--- src/rtl/masked_box_filter_top_assert.svh ---
// Assertion macros shared by the masked box filter RTL.
`ifndef MASKED_BOX_FILTER_TOP_ASSERT_SVH
`define MASKED_BOX_FILTER_TOP_ASSERT_SVH

// Checks a condition at every clock edge out of reset.
`define MBF_ASSERT_ALWAYS(lbl, expr, msg) \
    lbl: assert property (@(posedge i_clk) disable iff (!i_rst_n) (expr)) else $error(msg);

// Checks that the consequent holds in the cycle after the antecedent.
`define MBF_ASSERT_NEXT(lbl, ante, cons, msg) \
    lbl: assert property (@(posedge i_clk) disable iff (!i_rst_n) (ante) |=> (cons)) \
        else $error(msg);

`endif

--- src/rtl/mbf_pkg.sv ---
// Package with types, constants and register indexes of the masked box filter.
package mbf_pkg;
    localparam int MAX_COLS       = 2048;
    localparam int MAX_HALF_WIDTH = 7;
    localparam int SAMPLE_BITS    = 16;
    localparam int STORE_DEPTH    = (2 * MAX_HALF_WIDTH + 1) * (MAX_COLS + 1);
    localparam int ADDR_W         = $clog2(STORE_DEPTH);
    localparam int ENTRY_W        = SAMPLE_BITS + 2;
    localparam int WIN_MAX        = (2 * MAX_HALF_WIDTH + 1) * (2 * MAX_HALF_WIDTH + 1);
    localparam int WCNT_W         = 8;
    localparam int SUM_W          = SAMPLE_BITS + $clog2(WIN_MAX) + 1;
    localparam int CNT_W          = 24;
    localparam int ROWS_W         = 13;
    localparam int COLS_W         = 12;
    localparam int HW_W           = 3;
    localparam int OFF_W          = 5;

    // Configuration register indexes
    localparam logic [1:0] REG_ROWS       = 2'd0;
    localparam logic [1:0] REG_COLS       = 2'd1;
    localparam logic [1:0] REG_HALF_WIDTH = 2'd2;

    // Input operation codes
    localparam logic OP_PIXEL = 1'b0;
    localparam logic OP_FLUSH = 1'b1;

    typedef struct packed {
        logic                          operation;
        logic signed [SAMPLE_BITS-1:0] sample;
        logic                          sample_valid;
        logic                          bad_pixel;
    } t_in;

    typedef struct packed {
        logic signed [SAMPLE_BITS-1:0] filtered;
        logic [WCNT_W-1:0]             window_count;
        logic                          frame_last;
    } t_out;

    typedef struct packed {
        logic                    start;
        logic signed [SUM_W-1:0] sum;
        logic [WCNT_W-1:0]       count;
    } t_div_req;
endpackage

--- src/rtl/mbf_div.sv ---
// Sequential signed divider: sum / count, truncated toward zero, one bit per cycle.
module mbf_div import mbf_pkg::*; (
    input  logic                          i_clk,
    input  logic                          i_rst_n,
    input  t_div_req                      i_req,
    output logic                          o_done,
    output logic signed [SAMPLE_BITS-1:0] o_quot
);
    localparam int STEP_W = $clog2(SUM_W);

    logic              r_busy, r_done, r_neg;
    logic [STEP_W-1:0] r_step;
    logic [WCNT_W:0]   r_rem;
    logic [SUM_W-1:0]  r_q;
    logic [WCNT_W-1:0] r_dvs;
    logic [WCNT_W:0]   w_rem_sh;
    logic              w_ge;
    logic [SUM_W-1:0]  w_qneg;

    assign w_rem_sh = {r_rem[WCNT_W-1:0], r_q[SUM_W-1]};
    assign w_ge     = w_rem_sh >= {1'b0, r_dvs};
    assign w_qneg   = r_neg ? (~r_q + {{(SUM_W-1){1'b0}}, 1'b1}) : r_q;
    assign o_quot   = $signed(w_qneg[SAMPLE_BITS-1:0]);
    assign o_done   = r_done;

    // control
    always_ff @(posedge i_clk) begin
        if (!i_rst_n) begin
            r_busy <= 1'b0;
            r_done <= 1'b0;
            r_step <= '0;
        end else begin
            r_done <= 1'b0;
            if (i_req.start) begin
                r_busy <= 1'b1;
                r_step <= STEP_W'(SUM_W - 1);
            end else if (r_busy) begin
                r_step <= r_step - 1'b1;
                if (r_step == '0) begin
                    r_busy <= 1'b0;
                    r_done <= 1'b1;
                end
            end
        end
    end

    // restoring division datapath on the magnitude
    always_ff @(posedge i_clk) begin
        if (i_req.start) begin
            r_neg <= i_req.sum[SUM_W-1];
            r_q   <= i_req.sum[SUM_W-1] ? (~i_req.sum + 1'b1) : i_req.sum;
            r_rem <= '0;
            r_dvs <= i_req.count;
        end else if (r_busy) begin
            r_rem <= w_ge ? (w_rem_sh - {1'b0, r_dvs}) : w_rem_sh;
            r_q   <= {r_q[SUM_W-2:0], w_ge};
        end
    end
endmodule

--- config.mk ---
export PLATFORM = sky130hd
export DESIGN_NAME = mbf_div
export DESIGN_NICKNAME = d
export VERILOG_FILES = /design/src/rtl/masked_box_filter_top_assert.svh /design/src/rtl/mbf_pkg.sv /design/src/rtl/mbf_div.sv
export SDC_FILE = /design/constraint.sdc
export NUM_CORES = 1
export LEC_CHECK = 0
export BUFFER_PORTS_ARGS = -buffer_cell sky130_fd_sc_hd__buf_2
export CAP_MARGIN = 20
export CORE_MARGIN = 3
export CORE_UTILIZATION = 30
export DETAILED_ROUTE_END_ITERATION = 12
export GPL_ROUTABILITY_DRIVEN = 1
export HOLD_SLACK_MARGIN = 0.05
export SKIP_CTS_REPAIR_TIMING = 1
export SYNTH_ARGS = -nofsm -noshare
export SYNTH_HDL_FRONTEND = slang
export SYNTH_SLANG_ARGS = --single-unit
--- constraint.sdc ---
create_clock -name i_clk -period 2.1 [get_ports i_clk]
set_input_delay 0.315 -clock i_clk [delete_from_list [all_inputs] [get_ports i_clk]]
set_output_delay 0.315 -clock i_clk [all_outputs]
set_load 0.02 [all_outputs]
Word level (Yosys, flattened, before mapping). Cells that the tools add are included.

Logic and storage cells: 32. Register bits after elaboration: 49. ROM bits: 0. Memories: 0. Output and inout port bits: 17. Input bits: 36. Bits in writable memories: 0. Bits in latches: 0.

Reductions and logical operators: 4. Multiply operators: 0. Shifts and indexed selects: 0. Mux-type cells: 11. Equality and inequality tests: 0. Magnitude comparators: 1. Bitwise logic cells: 4. Div/mod/pow operators: 0. Add/subtract/negate cells: 4.

Operator list (number): 25-bit two-way mux (3); 25-bit by 1-bit adder with 25-bit output (second input constant) (1); 25-bit inverter (1); 16-bit by 1-bit adder with 16-bit output (second input constant) (1); 16-bit two-way mux (1); 16-bit inverter (1); 5-bit two-way mux (2); 9-bit by 8-bit >= comparator with 1-bit output (1); 8-bit two-way mux (1); 8-bit subtractor (1); 5-bit zero test (1); 5-bit by 1-bit subtractor with 5-bit output (second input constant) (1); 1-bit two-way mux (4); 3-bit OR reduction (1); 1-bit inverter (2); 2-bit nonzero test (1); 2-bit OR reduction (1).

Longest topological paths before layout.
Depth in word-level cells: 4. Depth in mapped cells: 8. Gate-level depth less buffers: 8.

Worst setup path after synthesis. No wires, ideal clock.

Kind: input -> register. From: input i_req[19] (netlist bit). To: register r_q[22] (data pin). Required time: 1.830 ns. Path buffers: 1. Arrival time: 1.920 ns. Setup time: 0.270 ns. Cell stages on the path: 6. Setup slack: -0.090 ns. Path through: or4_4 -> or4_4 -> buf_6 -> o41ai_2 -> xor2_1 -> a21oi_1.

Longest elaborated chain between the ends: 4.

RTL lines: start, declared (RTL line mbf_div.sv:5) `input t_div_req i_req,`; 25-bit inverter (RTL line mbf_div.sv:51) `r_q <= i_req.sum[SUM_W-1] ? (~i_req.sum + 1'b1) : i_req.sum;`; 25-bit by 1-bit adder with 25-bit output (RTL line mbf_div.sv:51); 25-bit two-way mux (RTL line mbf_div.sv:51); 25-bit two-way mux (RTL line mbf_div.sv:49) `if (i_req.start) begin`; end signal, assigned (RTL line mbf_div.sv:51); end signal, assigned (RTL line mbf_div.sv:56) `r_q <= {r_q[SUM_W-2:0], w_ge};`; end, declared (RTL line mbf_div.sv:14) `logic [SUM_W-1:0] r_q;`.

Every way passes these cells. A chain may end at the register's enable or synchronous reset.

Final worst setup path.
From: register r_q[0]. To: output o_quot[13].

Longest elaborated chain between the ends: 3.

RTL lines: 16-bit inverter (RTL line mbf_div.sv:22) `assign w_qneg = r_neg ? (~r_q + {{(SUM_W-1){1'b0}}, 1'b1}) : r_q;`; 16-bit by 1-bit adder with 16-bit output (RTL line mbf_div.sv:22); 16-bit two-way mux (RTL line mbf_div.sv:22); end, declared (RTL line mbf_div.sv:7) `output logic signed [SAMPLE_BITS-1:0] o_quot`.

Every way passes these cells.

==> key figures <==
Logic synthesis
  – Syn Std Cell Area: 3200 um^2
  – Mapped Avg Cell Area: 9.38 um^2
  – Ys async rst share: 0
  – Top cells by area, synth: edfxtp_1 32%, dfxtp_1 9.4%, xor2_1 6.6%
  – Sequential area share after synthesis: 0.413
  – Post-synth EDFFs: 34
  – Seq cells post-synth: 49
  – Cells after Synth: 341
  – Post-Syn Nets: a little under 400
  – Yosys warning total: 0
  – Yosys top cell area share: 0.319
  – Synth cell types: 43
  – Top FF cell, synth: edfxtp_1
  – Yosys top cell by area: edfxtp_1

Setup path
  – CP required: roughly 1.8 ns
  – Crit-path slowest cell: edfxtp_1
  – Crit Path Category: flop to output port
  – Worst-path fanout max: 4
  – CP Capture Type: output port
  – CP peak stage delay: 0.45 ns
  – Crit path arrival time: 1.96 ns
  – Crit-path cells: nor3_1 > nand4_1 > buf_4 > o41ai_2 > xnor2_1 > buf_2
  – Critical path launch point type: flop

Timing
  – Pins Over Slew Limit: 0
  – RSZ-0062 raised after global routing: true
  – Rel. slew slack: 0.574
  – Slack of the critical path: -0.174 ns
  – Setup violations, final: 8
  – Fin crit share: 1.08
  – Worst-case clock skew: 0.0114 ns
  – Actual slew at the worst max-slew pin: 0.639 ns
  – Min cycle time layout: 2.27 ns
  – Hold Fails Final Rpt: 0
  – TNS Setup: -0.895 ns
  – Achievable Freq: around 0.44 GHz

Finish
  – Fraction of layout cells with a size suffix above 1: 0.300
  – Layout fillers: 1003
  – P&R area growth vs syn: 29.1%
  – Non-Filler Instances: 559
  – Nets: 470
  – Ant. Diodes: 0
  – Reg area: approximately 1300 um^2
  – Area of the multi-input gates: 1900 um^2
  – Util after Layout: 0.400

Power and ir drop
  – Tot Pwr: 2830 uW
  – VDD IR-drop max: a little over 0.0003 V
  – Clock power frac: 0.241
  – Internal power: 1940 uW
  – Switching Fraction: 0.314
  – Pleak: 0.00165 uW
  – Flop pwr share: 0.429
  – PD cells: 685 nW/um^2
  – Switching Power: 887 uW
  – Logic gate share of total power: 0.331

Clocking
  – Clock buffer depth: 2
  – CTS tree: built
  – TritonCTS Buffers: 5
  – H-tree levels: 2
  – Worst-path clk slew: 0.09 ns
  – Clock Sink Count: 49
  – Clock Latency Late Sink: 0.30 ns
  – Root Buffer: clkbuf_8

Floorplan
  – Die width: 109 um
  – Core area: 10300 um^2
  – FP Rows: 37
  – Die height: 109 um
  – Initial core utilization: 0.310
  – # IOs: 53
  – Die Area: 11900 um^2

Hold path
  – Worst hold path type: input pin to flop

Route
  – TritonRoute pass-1 iters: 4
  – DRC viols: 0
  – 1st-iter DRT viols: 99
  – WL per Instance: 13.6 um
  – Total Wirelength: 7620 um
  – Vias: ~2800
  – Post-DRT Antenna Nets: 0
  – DR vias/cell: 4.93

Global routing
  – GRT overflow: 0
  – Number of global-route vias before repair: 2432
  – Pin count of the biggest net entering global routing: 72
  – Overall Global Routing Usage: 0.118
  – First-pass GRT wire length: 11400 um
  – Initial antenna violation count: 0

Placement
  – Gpl congestion: 0.818
  – Placed cells: 541
  – IO Port Bufs: 52
  – Dpl hpwl: 5280 um

Run status
  – Status: complete, but fails checks
  – Violated checks: negative setup slack

Flow run
  – Max Cap Viol: 0
-- kinds of logic after synthesis --
kind of cell / share of synthesized area
AOI/OAI and AO/OA: 0.190
xor gates and xnor gates: 0.112
DFF: 0.413
adders and majority gates: 0.0493
and+or+nand+nor: 0.163
buffers and inverters: 0.0423
muxes: 0.0301
-- cells in the mapped netlist (2+ instances only) --
| library cell | n |
|---|---|
| a211oi_1 | 5 |
| nand2b_1 | 12 |
| inv_1 | 18 |
| nand2_1 | 18 |
| mux2i_1 | 4 |
| dfxtp_1 | 15 |
| and3_1 | 2 |
| o41ai_1 | 4 |
| nand4_1 | 2 |
| ha_1 | 11 |
| nor2b_1 | 5 |
| o31ai_1 | 15 |
| or4_1 | 3 |
| buf_1 | 2 |
| mux2_2 | 5 |
| nor2_1 | 43 |
| or2_2 | 2 |
| or4_4 | 2 |
| o31a_1 | 3 |
| o21a_1 | 6 |
| xor2_1 | 24 |
| o21ai_0 | 17 |
| xnor2_1 | 17 |
| nor3_1 | 5 |
| clkbuf_1 | 11 |
| a311oi_1 | 2 |
| a21oi_1 | 28 |
| nor4_1 | 4 |
| o211a_1 | 2 |
| o22ai_1 | 3 |
| edfxtp_1 | 34 |
| nand3_1 | 6 |
-- layout make-up --
type | count | share of cell area
flip-flops and latches | 49 | 0.320
repair buffers | 88 | 0.136
well taps | 136 | 0.0412
clock inverters | 2 | 0.00849
multi-input cells | 260 | 0.460
clock buffers | 6 | 0.0176
inverters | 18 | 0.0164
-- metal layers --
layer	vias up	wire, um	GRT usage
met5	-	0	0
met2	50	3720	0.195
met1	1296	3560	0.161
met3	12	225	0.0178
met4	0	114	0.0294
li1	1398	-	-
-- critical path, delay by kind of cell, from the launching register on --
kind	cells	cell delay (ns)
compound gates	1	0.27
xor+xnor	1	0.18
buf+inv	2	0.37
flops	1	0.45
simple gates	2	0.39
-- stage by stage --
step | setup WS (ns) | hold WS, ns | cell area [um^2]
global placement | -0.216 | 0.468 | 3780
floorplan | -0.0902 | 0.414 | 3200
global route | -0.335 | 0.173 | 4130
finish | -0.174 | 0.189 | 4130
CTS | -0.317 | 0.177 | 3890
detailed placement | -0.235 | 0.466 | 3780
-- final timing paths --
check             startpoint         end  slack, ns  cells after the start
setup / recovery      r_q[0]  o_quot[13]      -0.17                      6
hold / removal      i_req[5]    r_dvs[5]       0.19                      1
setup reg to reg     r_q[24]    r_rem[6]       0.03                      8
hold reg to reg    r_step[4]      o_done       0.48                      1
-- power by group through the flow --
stage,combinational (uW),clock [uW],sequential (uW)
after floorplan,539,0,1220
after global placement,792,0,1230
after detailed placement,807,0,1230
after CTS,812,699,1210
after global routing,1030,728,1220
final,935,680,1210
-- layout by cell type (no fill, tap or decap), types with 3 or more instances in the layout --
| cell | count |
|---|---|
| buf_2 | 46 |
| nor2_1 | 43 |
| buf_4 | 40 |
| edfxtp_1 | 34 |
| a21oi_1 | 28 |
| xor2_1 | 24 |
| nand2_1 | 18 |
| xnor2_1 | 17 |
| inv_1 | 16 |
| dfxtp_1 | 15 |
| o21ai_0 | 14 |
| o31ai_1 | 12 |
| nand2b_1 | 12 |
| ha_1 | 7 |
| nand3_1 | 6 |
| o21a_1 | 6 |
| nor3_1 | 5 |
| clkbuf_8 | 5 |
| nor4_1 | 4 |
| mux2i_1 | 4 |
| mux2_2 | 4 |
| a211oi_1 | 4 |
| or4_4 | 3 |
| o41ai_1 | 3 |
| nor2b_1 | 3 |
| o21ai_1 | 3 |
| o31a_1 | 3 |
-- sequential cells by signal (all words and copies together), names as in the netlist --
| register | count |
|---|---|
| r_busy | 1 |
| r_q | 25 |
| r_neg | 1 |
| r_dvs | 8 |
| r_step | 5 |
| r_rem | 8 |
| o_done | 1 |
No activity file was read; power rests on OpenSTA's default activity.
